**config.mk**
```make
export PLATFORM = sky130hd
export DESIGN_NAME = tgf_order
export DESIGN_NICKNAME = d
export VERILOG_FILES = /design/src/rtl/tgf_pkg.sv /design/src/rtl/tgf_order.sv
export SDC_FILE = /design/constraint.sdc
export NUM_CORES = 1
export LEC_CHECK = 0
export BUFFER_PORTS_ARGS = -buffer_cell sky130_fd_sc_hd__buf_2
export CORE_MARGIN = 1
export CORE_UTILIZATION = 48
export CTS_CLUSTER_SIZE = 40
export DETAILED_ROUTE_END_ITERATION = 10
export HOLD_SLACK_MARGIN = 0.15
export SLEW_MARGIN = 20
export SYNTH_ARGS = -nofsm -noshare
export SYNTH_HDL_FRONTEND = slang
export SYNTH_SLANG_ARGS = --single-unit
```
**constraint.sdc**
```tcl
create_clock -name clock -period 4.9 [get_ports clock]
set_clock_uncertainty 0.05 [all_clocks]
set_input_delay 0.245 -clock clock [delete_from_list [all_inputs] [get_ports clock]]
set_output_delay 0.245 -clock clock [all_outputs]
set_load 0.02 [all_outputs]
```
**src/rtl/tgf_pkg.sv**
```systemverilog
`default_nettype none

package tgf_pkg;

   localparam int NUM_TEAMS_DEF  = 12;
   localparam int TEAM_DEPTH_DEF = 256;

   localparam int KIND_W   = 1;
   localparam int TEAM_W   = 4;
   localparam int VALUE_W  = 32;
   localparam int STATUS_W = 2;

   localparam logic [KIND_W-1:0] KIND_ENQ = 1'b0;
   localparam logic [KIND_W-1:0] KIND_DEQ = 1'b1;

   localparam logic [STATUS_W-1:0] ST_OK    = 2'd0;
   localparam logic [STATUS_W-1:0] ST_FULL  = 2'd1;
   localparam logic [STATUS_W-1:0] ST_EMPTY = 2'd2;
   localparam logic [STATUS_W-1:0] ST_RANGE = 2'd3;

   typedef struct packed {
      logic push;
      logic pop;
      logic rd_en;
   } order_ctrl_type;

   typedef struct packed {
      logic empty;
   } order_stat_type;

endpackage

`default_nettype wire

```
**src/rtl/tgf_order.sv**
```systemverilog
`default_nettype none

module tgf_order
   import tgf_pkg::*;
#(
   parameter int NUM_TEAMS = NUM_TEAMS_DEF,
   localparam int IDX_W    = $clog2(NUM_TEAMS),
   localparam int CNT_W    = $clog2(NUM_TEAMS + 1)
) (
   input  wire logic             clock,
   input  wire logic             reset,
   input  wire order_ctrl_type   ctrl,
   input  wire logic [IDX_W-1:0] push_team,
   output      logic [IDX_W-1:0] front_team,
   output      order_stat_type   stat
);

   logic [IDX_W-1:0] ring [NUM_TEAMS];
   logic [IDX_W-1:0] front_ff;
   logic [IDX_W-1:0] head_ff, head_in;
   logic [IDX_W-1:0] tail_ff, tail_in;
   logic [CNT_W-1:0] fill_ff, fill_in;

   always_comb begin
      head_in = head_ff;
      tail_in = tail_ff;
      fill_in = fill_ff;
      if (ctrl.push) begin
         tail_in = (tail_ff == IDX_W'(NUM_TEAMS - 1)) ? '0 : tail_ff + 1'b1;
      end
      if (ctrl.pop) begin
         head_in = (head_ff == IDX_W'(NUM_TEAMS - 1)) ? '0 : head_ff + 1'b1;
      end
      if (ctrl.push && !ctrl.pop) begin
         fill_in = fill_ff + 1'b1;
      end else if (ctrl.pop && !ctrl.push) begin
         fill_in = fill_ff - 1'b1;
      end
   end

   always_ff @(posedge clock) begin
      if (reset) begin
         head_ff <= '0;
         tail_ff <= '0;
         fill_ff <= '0;
      end else begin
         head_ff <= head_in;
         tail_ff <= tail_in;
         fill_ff <= fill_in;
      end
   end

   always_ff @(posedge clock) begin
      if (ctrl.push) begin
         ring[tail_ff] <= push_team;
      end
      if (ctrl.rd_en) begin
         front_ff <= ring[head_ff];
      end
   end

   assign front_team = front_ff;
   assign stat.empty = (fill_ff == '0);

endmodule

`default_nettype wire

```
======== Word level (Yosys, flattened, before mapping) ========
Memories as Yosys holds them, arrays and structs flattened. A register that Yosys moved wholly into a read port is not among the register bits.
Cells that the tools add are included.
operators by class
  add/subtract/negate cells ............... 4
  equality and inequality tests ........... 2
  multiplexer cells ....................... 6
  reductions and logical operators ........ 6
operator list
  operator                                          number
  two-way mux 4 bit                                 4
  adder 4 x 1 -> 4 bit, second input constant       3
  equality test 4 bit, second input constant        2
  logical NOT 4 bit                                 1
  subtractor 4 x 1 -> 4 bit, second input constant  1
  logical AND 1 bit                                 2
  logical NOT 1 bit                                 2
  two-way mux 1 bit                                 2
  nonzero test 2 bit                                1
storage, ports and cells
  register bits ........................... 12
  bits in writable memories ............... 48
  bits of input ports ..................... 9
  output and inout port bits .............. 5
  logic and storage cells ................. 22
  memories ................................ 1
memories
  memory  depth  width  read ports  clocked after Yosys merged registers in  write ports  RTL line         source
  ring    12     4      1           1                                        1            tgf_order.sv:18  logic [IDX_W-1:0] ring [NUM_TEAMS];

======== Longest topological paths before layout ========
Gate-level depths: netlist of run 1.
  depth after elaboration ................. 4
  gate-level depth with buffers ........... 8
  depth with buffers taken out ............ 8

======== Worst setup path after synthesis of run 1 ========
No wires, ideal clock.
  kind .................................... input port to flip-flop
  start ................................... in ctrl[1] (netlist bit)
  end ..................................... reg fill_ff[3]
  arrival time ............................ 1,597 ps
  data required time ...................... 4,729 ps
  slack ................................... 3,132 ps
  cell stages on the path ................. 8
  cells stage by stage .................... inv_1 > ha_1 > inv_1 > ha_1 > a21oi_1 > a211oi_1 > a31oi_1 > mux2_2
on the way
  longest elaborated chain between the ends .. 3
RTL lines
  element                                                  RTL line         source
  from (decl)                                              tgf_order.sv:12  input wire order_ctrl_type ctrl,
  logical NOT 1 bit                                        tgf_order.sv:34  if (ctrl.push && !ctrl.pop) begin
  logical AND 1 bit                                        tgf_order.sv:34
  two-way mux 4 bit or nonzero test 2 bit (tied branches)  -
  to (signal assigned)                                     tgf_order.sv:49  fill_ff <= fill_in;
  to (decl)                                                tgf_order.sv:22  logic [CNT_W-1:0] fill_ff, fill_in;
Parallel ways exist; a longest one is shown, timed or not.
A chain may end at the register's enable or synchronous reset.

==> results of run 1 <==
[logic make-up (layout without fill, tap and decap cells)]
group	after synthesis	in the layout	synth area share [%]
flip-flops	64	64	66.4
AND/OR/NAND/NOR	45	45	7.97
multiplexers	21	21	14.5
AO/OA/AOI/OAI	15	15	3.00
buffers and inverters	11	34	2.49
adder cells (fa/ha/maj)	9	9	4.42
XOR/XNOR	4	4	1.29
[worst reg2reg max path: stages, from the launching register on]
cell and delay, ns:
sky130_fd_sc_hd__dfxtp_1 0.82, sky130_fd_sc_hd__mux4_1 0.64, sky130_fd_sc_hd__mux2i_1 0.16, sky130_fd_sc_hd__o21ai_1 0.07
[sequential cells by signal (all words and copies together) (netlist names)]
| name | count |
|---|---|
| tail_ff | 4 |
| head_ff | 4 |
| front_team | 4 |
| fill_ff | 4 |
| ring | 48 |
[stage by stage]
| step | setup slack (ns) | hold slack (ns) | power (uW) |
|---|---|---|---|
| after floorplan | 3.13 | 0.294 | 710 |
| after global routing | 2.71 | 0.180 | 1160 |
| after global placement | 2.88 | 0.454 | 735 |
| after detailed placement | 2.82 | 0.479 | 741 |
| final | 2.88 | 0.184 | 1120 |
| after CTS | 2.83 | 0.170 | 1130 |
[placed cells by master (no fill, tap or decap)]
master / instances
sky130_fd_sc_hd__clkbuf_8: 11
sky130_fd_sc_hd__a21o_1: 1
sky130_fd_sc_hd__buf_2: 13
sky130_fd_sc_hd__a211oi_1: 1
sky130_fd_sc_hd__mux4_1: 8
sky130_fd_sc_hd__nor2b_1: 3
sky130_fd_sc_hd__and2_1: 8
sky130_fd_sc_hd__inv_1: 4
sky130_fd_sc_hd__a21oi_1: 5
sky130_fd_sc_hd__ha_1: 8
sky130_fd_sc_hd__o21ai_1: 4
sky130_fd_sc_hd__edfxtp_1: 52
sky130_fd_sc_hd__a31oi_1: 1
sky130_fd_sc_hd__clkbuf_1: 4
sky130_fd_sc_hd__nand2_1: 10
sky130_fd_sc_hd__clkinv_2: 1
sky130_fd_sc_hd__fa_1: 1
sky130_fd_sc_hd__nand4_1: 1
sky130_fd_sc_hd__nor2_1: 14
sky130_fd_sc_hd__xor2_1: 2
sky130_fd_sc_hd__mux4_2: 4
sky130_fd_sc_hd__nor3_1: 3
sky130_fd_sc_hd__dfxtp_1: 12
sky130_fd_sc_hd__nor4_1: 1
sky130_fd_sc_hd__o21ai_0: 3
sky130_fd_sc_hd__mux2_2: 2
sky130_fd_sc_hd__xnor2_1: 2
sky130_fd_sc_hd__and3_1: 4
sky130_fd_sc_hd__mux2i_1: 7
sky130_fd_sc_hd__dlygate4sd3_1: 1
sky130_fd_sc_hd__nand3_1: 1
[power groups by stage]
stage                     logic (uW)  registers (uW)  clock network, uW
after detailed placement         101             640                  0
after CTS                        102             628                404
after floorplan                 76.1             634                  0
final                            101             628                391
after global routing             111             631                422
after global placement          95.9             639                  0
[path summary, 6_finish.rpt]
kind	start	end	depth (start not counted)
worst min register to register	fill_ff[2]	fill_ff[2]	2
worst max-delay path	head_ff[0]	front_team[2]	3
worst min-delay path	push_team[2]	ring[11][2]	1
worst max register to register	head_ff[0]	front_team[2]	3
[metal layers]
| layer | vias up | part of all wire [%] | global-route usage, % |
|---|---|---|---|
| met5 | - | 0 | 0 |
| met4 | 0 | 1.7 | 9.06 |
| met3 | 6 | 2.4 | 5.00 |
| met2 | 18 | 51 | 27.3 |
| met1 | 715 | 45 | 20.1 |
| li1 | 682 | - | - |
[timing repair]
action / CTS / global route
hold buffers: 1 / 0
endpoints found under the setup margin: 0 / 0
endpoints found under the hold margin: 4 / 0
resized for setup: 0 / 0
[final cells by class]
cell class | count | area [um^2] | share of cell area (%)
Sequential cell | 64 | 1800 | 60.1
Timing Repair Buffer | 14 | 75.1 | 2.50
Multi-Input combinational cell | 94 | 846 | 28.2
Tap cell | 72 | 90.1 | 3.00
Clock inverter | 1 | 5.00 | 0.167
Clock buffer | 15 | 166 | 5.55
Inverter | 4 | 15.0 | 0.501
==> flow_summary.yaml, run 1 <==
outcome:
  status: "complete, no violations"
pwr:
  power.combinational.fraction_pct: 9.0
  power_per_cell_area_mw_per_mm2: 373
  max-vdd-ir-drop_mv: 0.175
  p_leak_uw: 0.00106
  internal_power_uw: 868
  seq_power_share_pct: 56.1
  p_switching_uw: 252
  switching_share_pct: 22.5
  clkPwrFrac_pct: 34.9
worst_setup_path:
  path_cells: "mux4_1 -> mux2i_1 -> o21ai_1"
  timing.critical_path.arrival_ns: 2.04
  regToRegSetupSlack_ns: 2.88
  startpoint_type: "flip-flop"
  slowest_delay_ns: 0.82
  critical_path.slowest_cell: "sky130_fd_sc_hd__dfxtp_1"
  cpLargestDelayFamily: "flip-flops"
  critical_path_required_ns: 4.92
  worst-path-max-fanout: 15
  crit_buf_inv: 0
  endpoint_kind: "flip-flop"
  timing_worst_setup_path_type: "flip-flop to flip-flop"
layout:
  final_cell_area_mm2: 0.00300
  nFillCells: 461
  area_delta_synth_final_pct: 10.5
  utilization_pct: 54.8
  finalNonFillerCells: 264
  final_nets: 205
  drive_above_1_share_pct: 16.1
  n_antenna_cell: 0
drt:
  avgViaCountPerCell: 5.38
  detail_route.iter0.violations: 86
  vias: 1421
  detailedRoute.firstPassIterationCount: 4
  postRouteWirelength_um: 4440
  wl_per_cell_um: 16.8
  route.detailed.drc: 0
  drt.antenna.violating_nets: 0
cts:
  cts_tree: "built"
  htreeDepth: 3
  cts.sinks: 64
  clock_latency_ns: 0.34
  cts.clk_slew.worst_paths_ns: 0.06
  ctsRootBufferMaster: "sky130_fd_sc_hd__clkbuf_8"
  tritoncts.num_buffers: 9
  cts_max_path_buffers: 2
  postCtsSetupBuffers: 0
logic_synthesis:
  synth.ff_latch_count: 64
  postSynthCellCount: 169
  ys_warn_count: 0
  synth_flop_cell: "sky130_fd_sc_hd__edfxtp_1"
  synth_top_cells_by_count: "sky130_fd_sc_hd__edfxtp_1, sky130_fd_sc_hd__nor2_1, sky130_fd_sc_hd__dfxtp_1"
  async_reset_ff_share_pct: 0
  syn_nets: 187
  number_of_enable_flip_flop_cells_after_synthesis: 52
  synthMostInstantiatedCell: "sky130_fd_sc_hd__edfxtp_1"
  syn_area_per_cell_um2: 16.1
  synth.largest_area_cell: "sky130_fd_sc_hd__edfxtp_1"
  synth.top_cell.area_share_pct: 57.5
  post_synth_main_area_contributors: "sky130_fd_sc_hd__edfxtp_1, sky130_fd_sc_hd__dfxtp_1, sky130_fd_sc_hd__mux4_1, sky130_fd_sc_hd__ha_1, sky130_fd_sc_hd__mux4_2"
  synth_seq_area_share_pct: 66.4
  yosysUniqueCellTypes: 30
  synth_area_mm2: 0.00272
sta:
  setup_tns_ns: 0
  post-route-min-period_ns: 2.02
  least_margin_pin_slew_ns: 0.772
  max_slew_margin_pct: 48.5
  fmaxAchievable_ghz: 0.496
  final.period_utilization_pct: 41.2
  final_hold_viol_count: 0
  setup_repair_after_global_routing_missed_its_margin: "no"
  final-max-slew-violation-count: 0
  finalSetupViolCount: 0
global_route:
  largest_net_degree_at_the_start_of_global_routing: 16
  grt_pass1_wl_um: 7020
  grt_util_all_layers_pct: 16.8
  grt_antenna_before_repair: 0
  number_of_global_route_vias_before_repair: 1415
  gr-total-overflow: 0
floorplanning:
  floorplan_die_area_mm2: 0.00596
  floorplan.initialDensity_pct: 49.6
  fp_rows: 27
  io-pin-count: 14
  horiz_die_dim_um: 77.2
  die_height_um: 77.2
  core_mm2: 0.00547
placement:
  postPlaceCellArea_mm2: 0.00282
  placed_cells: 247
  io_buffers: 13
  dpl.hpwl_um: 3130
  finalWeightedCongestion: 0.726
flow_run:
  drv_cap: 0
min_path:
  hold_path.class: "input pin to flip-flop"
(Power assumes the default switching activity.)
==> run 2: changes to the inputs <==
==> constraint.sdc (replaced) <==
create_clock -name clock -period 2 [get_ports clock]
set_clock_uncertainty 0.05 [all_clocks]
set_input_delay 0.1 -clock clock [delete_from_list [all_inputs] [get_ports clock]]
set_output_delay 0.1 -clock clock [all_outputs]
set_load 0.02 [all_outputs]
==> run 2 against run 1 <==
  * Sequential power grew 140%
  * Setup slack got worse by 2.6 ns
  * Fmax up 17%
  * Count of clock-buffer cells in the layout decreased by 6
  * Die area did not move
  * Cell area up 5.0%
  * Critical path depth increased by 4
==> flow_summary.yaml, run 2 (synthesized netlist as in run 1, its figures left out) <==
worst_setup_path:
  startpoint_type: "flip-flop"
  timing_worst_setup_path_type: "flip-flop to flip-flop"
  critical_path_required_ns: 2.17
  endpoint_kind: "flip-flop"
  worst-path-max-fanout: 15
  timing.critical_path.arrival_ns: 1.89
global_route:
  largest_net_degree_at_the_start_of_global_routing: 16
  gr-total-overflow: 0
  grt_antenna_before_repair: 0
  number_of_global_route_vias_before_repair: 1454
  grt_util_all_layers_pct: 17.1
  grt_pass1_wl_um: 7310
cts:
  postCtsSetupBuffers: 0
  cts.clk_slew.worst_paths_ns: 0.07
  clock_latency_ns: 0.32
  cts_tree: "built"
  cts.sinks: 64
  htreeDepth: 3
  ctsRootBufferMaster: "sky130_fd_sc_hd__clkbuf_8"
  cts_max_path_buffers: 2
  tritoncts.num_buffers: 9
drt:
  wl_per_cell_um: 16.1
  avgViaCountPerCell: 5.25
  route.detailed.drc: 0
  drt.antenna.violating_nets: 0
  vias: 1455
  postRouteWirelength_um: 4470
  detail_route.iter0.violations: 108
  detailedRoute.firstPassIterationCount: 4
pwr:
  power_per_cell_area_mw_per_mm2: 899
  max-vdd-ir-drop_mv: 0.509
  p_leak_uw: 0.00113
layout:
  seq_area_mm2: 0.00180
  most-common-layout-cells: "sky130_fd_sc_hd__edfxtp_1, sky130_fd_sc_hd__nor2_1, sky130_fd_sc_hd__buf_2, sky130_fd_sc_hd__dfxtp_1"
  utilization_pct: 57.5
  area_delta_synth_final_pct: 15.9
  largest_register: "ring"
  multi_input_area_um2: 846
  drive_above_1_share_pct: 18.5
  nFillCells: 443
  final_nets: 218
  largest_register_ffs: 48
  n_antenna_cell: 0
  most_common_library_cell_in_the_layout_ignoring_fill_and_taps: "sky130_fd_sc_hd__edfxtp_1"
placement:
  dpl.hpwl_um: 3190
  finalWeightedCongestion: 0.743
  io_buffers: 13
floorplanning:
  io-pin-count: 14
  horiz_die_dim_um: 77.2
  floorplan_die_area_mm2: 0.00596
  fp_rows: 27
  die_height_um: 77.2
  floorplan.initialDensity_pct: 49.6
  core_mm2: 0.00547
flow_run:
  drv_cap: 0
sta:
  fmaxAchievable_ghz: 0.579
  setup_tns_ns: 0
  max_slew_margin_pct: 69.7
  finalSetupViolCount: 0
  least_margin_pin_slew_ns: 0.453
  post-route-min-period_ns: 1.73
  final_hold_viol_count: 0
  setup_repair_after_global_routing_missed_its_margin: "no"
  final.period_utilization_pct: 86.4
  final-max-slew-violation-count: 0
outcome:
  status: "complete, no violations"
min_path:
  hold_path.class: "input pin to flip-flop"
run 2: per-layer routing:
metal  up-vias  share of wire [%]  global-route usage, %
met2        22                 49                   27.4
met4         0                1.3                   6.79
met1       718                 47                   21.8
met5         -                  0                      0
met3         6                2.6                   5.00
li1        709                  -                      -
run 2: path summary, 6_finish.rpt:
check / slack [ns] / end / cells after the start / from
setup / recovery: 0.27 / head_ff[2] / 7 / head_ff[0]
hold reg to reg: 0.49 / fill_ff[2] / 2 / fill_ff[2]
setup reg to reg: 0.27 / head_ff[2] / 7 / head_ff[0]
hold / removal: 0.24 / head_ff[3] / 5 / ctrl[1]
run 2: power by group:
part	total [uW]	leakage (uW)	internal [uW]	switching, uW
Combinational	281	0.000465	136	145
Clock	1020	0.0000901	562	459
Sequential	1530	0.000572	1490	37.7
Total	2830	0.00113	2190	641
run 2: repair_timing:
item	CTS	global route
resized for setup	0	1
endpoints found under the setup margin	0	1
endpoints found under the hold margin	62	0
hold buffers	10	0
run 2: layout make-up:
class | count | area share [%]
Timing Repair Buffer | 27 | 6.60
Clock buffer | 9 | 3.93
Multi-Input combinational cell | 94 | 26.9
Clock inverter | 7 | 1.99
Inverter | 4 | 0.477
Sequential cell | 64 | 57.3
Tap cell | 72 | 2.86
run 2: stage by stage:
step / setup slack, ns / hold WS [ns] / cell area, um^2 / std cells / power (uW)
2_1_floorplan: 0.377 / 0.149 / 2720 / 169 / 1740
3_3_place_gp: 0.153 / 0.306 / 2860 / 251 / 1810
3_5_place_dp: 0.0701 / 0.320 / 2860 / 251 / 1830
4_1_cts: 0.0620 / 0.215 / 3150 / 277 / 2860
5_1_grt: 0.162 / 0.272 / 3150 / 277 / 2940
6_report: 0.273 / 0.236 / 3150 / 277 / 2830
run 2: critical path, stage by stage, from the launching register on:
cell                            delay [ns]
sky130_fd_sc_hd__dfxtp_1              0.33
sky130_fd_sc_hd__buf_12               0.16
sky130_fd_sc_hd__ha_1                 0.22
sky130_fd_sc_hd__nand2_1              0.09
sky130_fd_sc_hd__nor3_1               0.04
sky130_fd_sc_hd__a21oi_1              0.14
sky130_fd_sc_hd__nor2_1               0.05
sky130_fd_sc_hd__dlygate4sd3_1        0.54
==> run 3: changes to the inputs <==
==> constraint.sdc (replaced) <==
create_clock -name clock -period 1.8 [get_ports clock]
set_clock_uncertainty 0.05 [all_clocks]
set_input_delay 0.09 -clock clock [delete_from_list [all_inputs] [get_ports clock]]
set_output_delay 0.09 -clock clock [all_outputs]
set_load 0.02 [all_outputs]
==> run 3 against run 2 <==
  * Count of clock-buffer cells in the layout increased by 5
  * Combinational power increased by 12%
  * Setup slack got worse by 0.16 ns
  * Cell area about the same
  * Wire length decreased by 0.38%
  * Critical endpoint is now front_team[2]
  * Largest power group unchanged
==> flow_summary.yaml, run 3 (synthesized netlist as in run 1, its figures left out) <==
cts:
  clock_latency_ns: 0.33
  cts.sinks: 64
  cts_max_path_buffers: 2
  cts.clk_slew.worst_paths_ns: 0.07
  cts_tree: "built"
  htreeDepth: 3
  tritoncts.num_buffers: 9
  ctsRootBufferMaster: "sky130_fd_sc_hd__clkbuf_8"
layout:
  multi_input_area_um2: 846
  area_delta_synth_final_pct: 15.9
  n_antenna_cell: 0
  most_common_library_cell_in_the_layout_ignoring_fill_and_taps: "sky130_fd_sc_hd__edfxtp_1"
  seq_area_mm2: 0.00180
  most-common-layout-cells: "sky130_fd_sc_hd__edfxtp_1, sky130_fd_sc_hd__nor2_1, sky130_fd_sc_hd__clkbuf_8, sky130_fd_sc_hd__buf_2, sky130_fd_sc_hd__dfxtp_1"
  finalNonFillerCells: 277
  final_nets: 218
  largest_register_ffs: 48
  drive_above_1_share_pct: 20.0
  largest_register: "ring"
  utilization_pct: 57.5
  nFillCells: 449
global_route:
  number_of_global_route_vias_before_repair: 1443
  largest_net_degree_at_the_start_of_global_routing: 16
  gr-total-overflow: 0
  grt_pass1_wl_um: 7350
  grt_antenna_before_repair: 0
  grt_util_all_layers_pct: 17.4
pwr:
  clkPwrFrac_pct: 36.5
  seq_power_share_pct: 53.6
  p_switching_uw: 704
  p_leak_uw: 0.00114
  switching_share_pct: 22.3
  totalPowerFinal_uw: 3160
  internal_power_uw: 2460
  power_per_cell_area_mw_per_mm2: 1000
  max-vdd-ir-drop_mv: 0.488
  power.combinational.fraction_pct: 9.9
worst_setup_path:
  timing_worst_setup_path_type: "flip-flop to flip-flop"
  crit_buf_inv: 1
  slowest_delay_ns: 0.59
  worst-path-max-fanout: 15
  critical_path.slowest_cell: "sky130_fd_sc_hd__mux4_1"
  critical_path_required_ns: 1.82
  cpLargestDelayFamily: "multiplexers"
  path_cells: "buf_12 -> mux4_1 -> mux2i_1 -> o21ai_1"
  startpoint_type: "flip-flop"
  timing.critical_path.arrival_ns: 1.71
  endpoint_kind: "flip-flop"
outcome:
  status: "complete, no violations"
drt:
  drt.antenna.violating_nets: 0
  wl_per_cell_um: 16.1
  detailedRoute.firstPassIterationCount: 4
  avgViaCountPerCell: 5.17
  route.detailed.drc: 0
  detail_route.iter0.violations: 100
  vias: 1433
  postRouteWirelength_um: 4450
floorplanning:
  fp_rows: 27
  floorplan_die_area_mm2: 0.00596
  core_mm2: 0.00547
  die_height_um: 77.2
  floorplan.initialDensity_pct: 49.6
  horiz_die_dim_um: 77.2
  io-pin-count: 14
sta:
  timing.final.ws_setup_ns: 0.108
  post-route-min-period_ns: 1.69
  max_slew_margin_pct: 69.2
  finalSetupViolCount: 0
  least_margin_pin_slew_ns: 0.461
  final.period_utilization_pct: 94.0
  setup_repair_after_global_routing_missed_its_margin: "no"
  final_hold_viol_count: 0
  final-max-slew-violation-count: 0
  fmaxAchievable_ghz: 0.591
placement:
  finalWeightedCongestion: 0.697
  placed_cells: 254
  io_buffers: 13
  dpl.hpwl_um: 3190
  preCtsSetupSlack_ns: -0.0291
min_path:
  hold_path.class: "input pin to flip-flop"
flow_run:
  drv_cap: 0
## run 3: path summary, 6_finish.rpt
kind | from | endpoint | slack (ns) | depth (start not counted)
setup reg to reg | head_ff[0] | front_team[2] | 0.11 | 4
hold / removal | ctrl[2] | tail_ff[0] | 0.17 | 4
setup / recovery | head_ff[0] | front_team[2] | 0.11 | 4
hold reg to reg | fill_ff[2] | fill_ff[2] | 0.50 | 2
## run 3: what timing repair did
item,in CTS,in global routing
hold buffers,7,0
setup buffers,0,0
resized for setup,0,0
hold endpoints to repair,61,0
## run 3: power by group through the flow
stage / sequential [uW] / combinational, uW / clock [uW]
after floorplan: 1730 / 207 / 0
after global placement: 1720 / 297 / 0
after detailed placement: 1730 / 309 / 0
after CTS: 1690 / 322 / 1180
after global routing: 1700 / 353 / 1250
final: 1690 / 314 / 1150
## run 3: routing by layer
| layer | wire, um | track usage [%] | vias up |
|---|---|---|---|
| met3 | 229 | 5.95 | 4 |
| met4 | 42 | 8.30 | 0 |
| met2 | 2270 | 27.8 | 30 |
| met1 | 1910 | 21.2 | 693 |
| li1 | - | - | 706 |
| met5 | 0 | 0 | - |
## run 3: cell type report
class                           instances  share of cell area, %
Multi-Input combinational cell         94                   26.9
Sequential cell                        64                   57.3
Timing Repair Buffer                   27                   6.36
Clock buffer                           14                   5.81
Tap cell                               72                   2.86
Inverter                                4                  0.477
Clock inverter                          2                  0.358
## run 3: through the flow
step / hold WS, ns / cell area, um^2 / setup TNS, ns
5_1_grt: 0.170 / 3150 / 0
4_1_cts: 0.160 / 3150 / 0
3_5_place_dp: 0.331 / 2880 / -0.0291
2_1_floorplan: 0.139 / 2720 / 0
6_report: 0.168 / 3150 / 0
3_3_place_gp: 0.314 / 2880 / 0
## run 3: tightest hold or removal path, cell delays in order
cell and delay [ns]:
sky130_fd_sc_hd__buf_2 0.12, sky130_fd_sc_hd__buf_4 0.15, sky130_fd_sc_hd__xnor2_1 0.07, sky130_fd_sc_hd__nor2_1 0.08
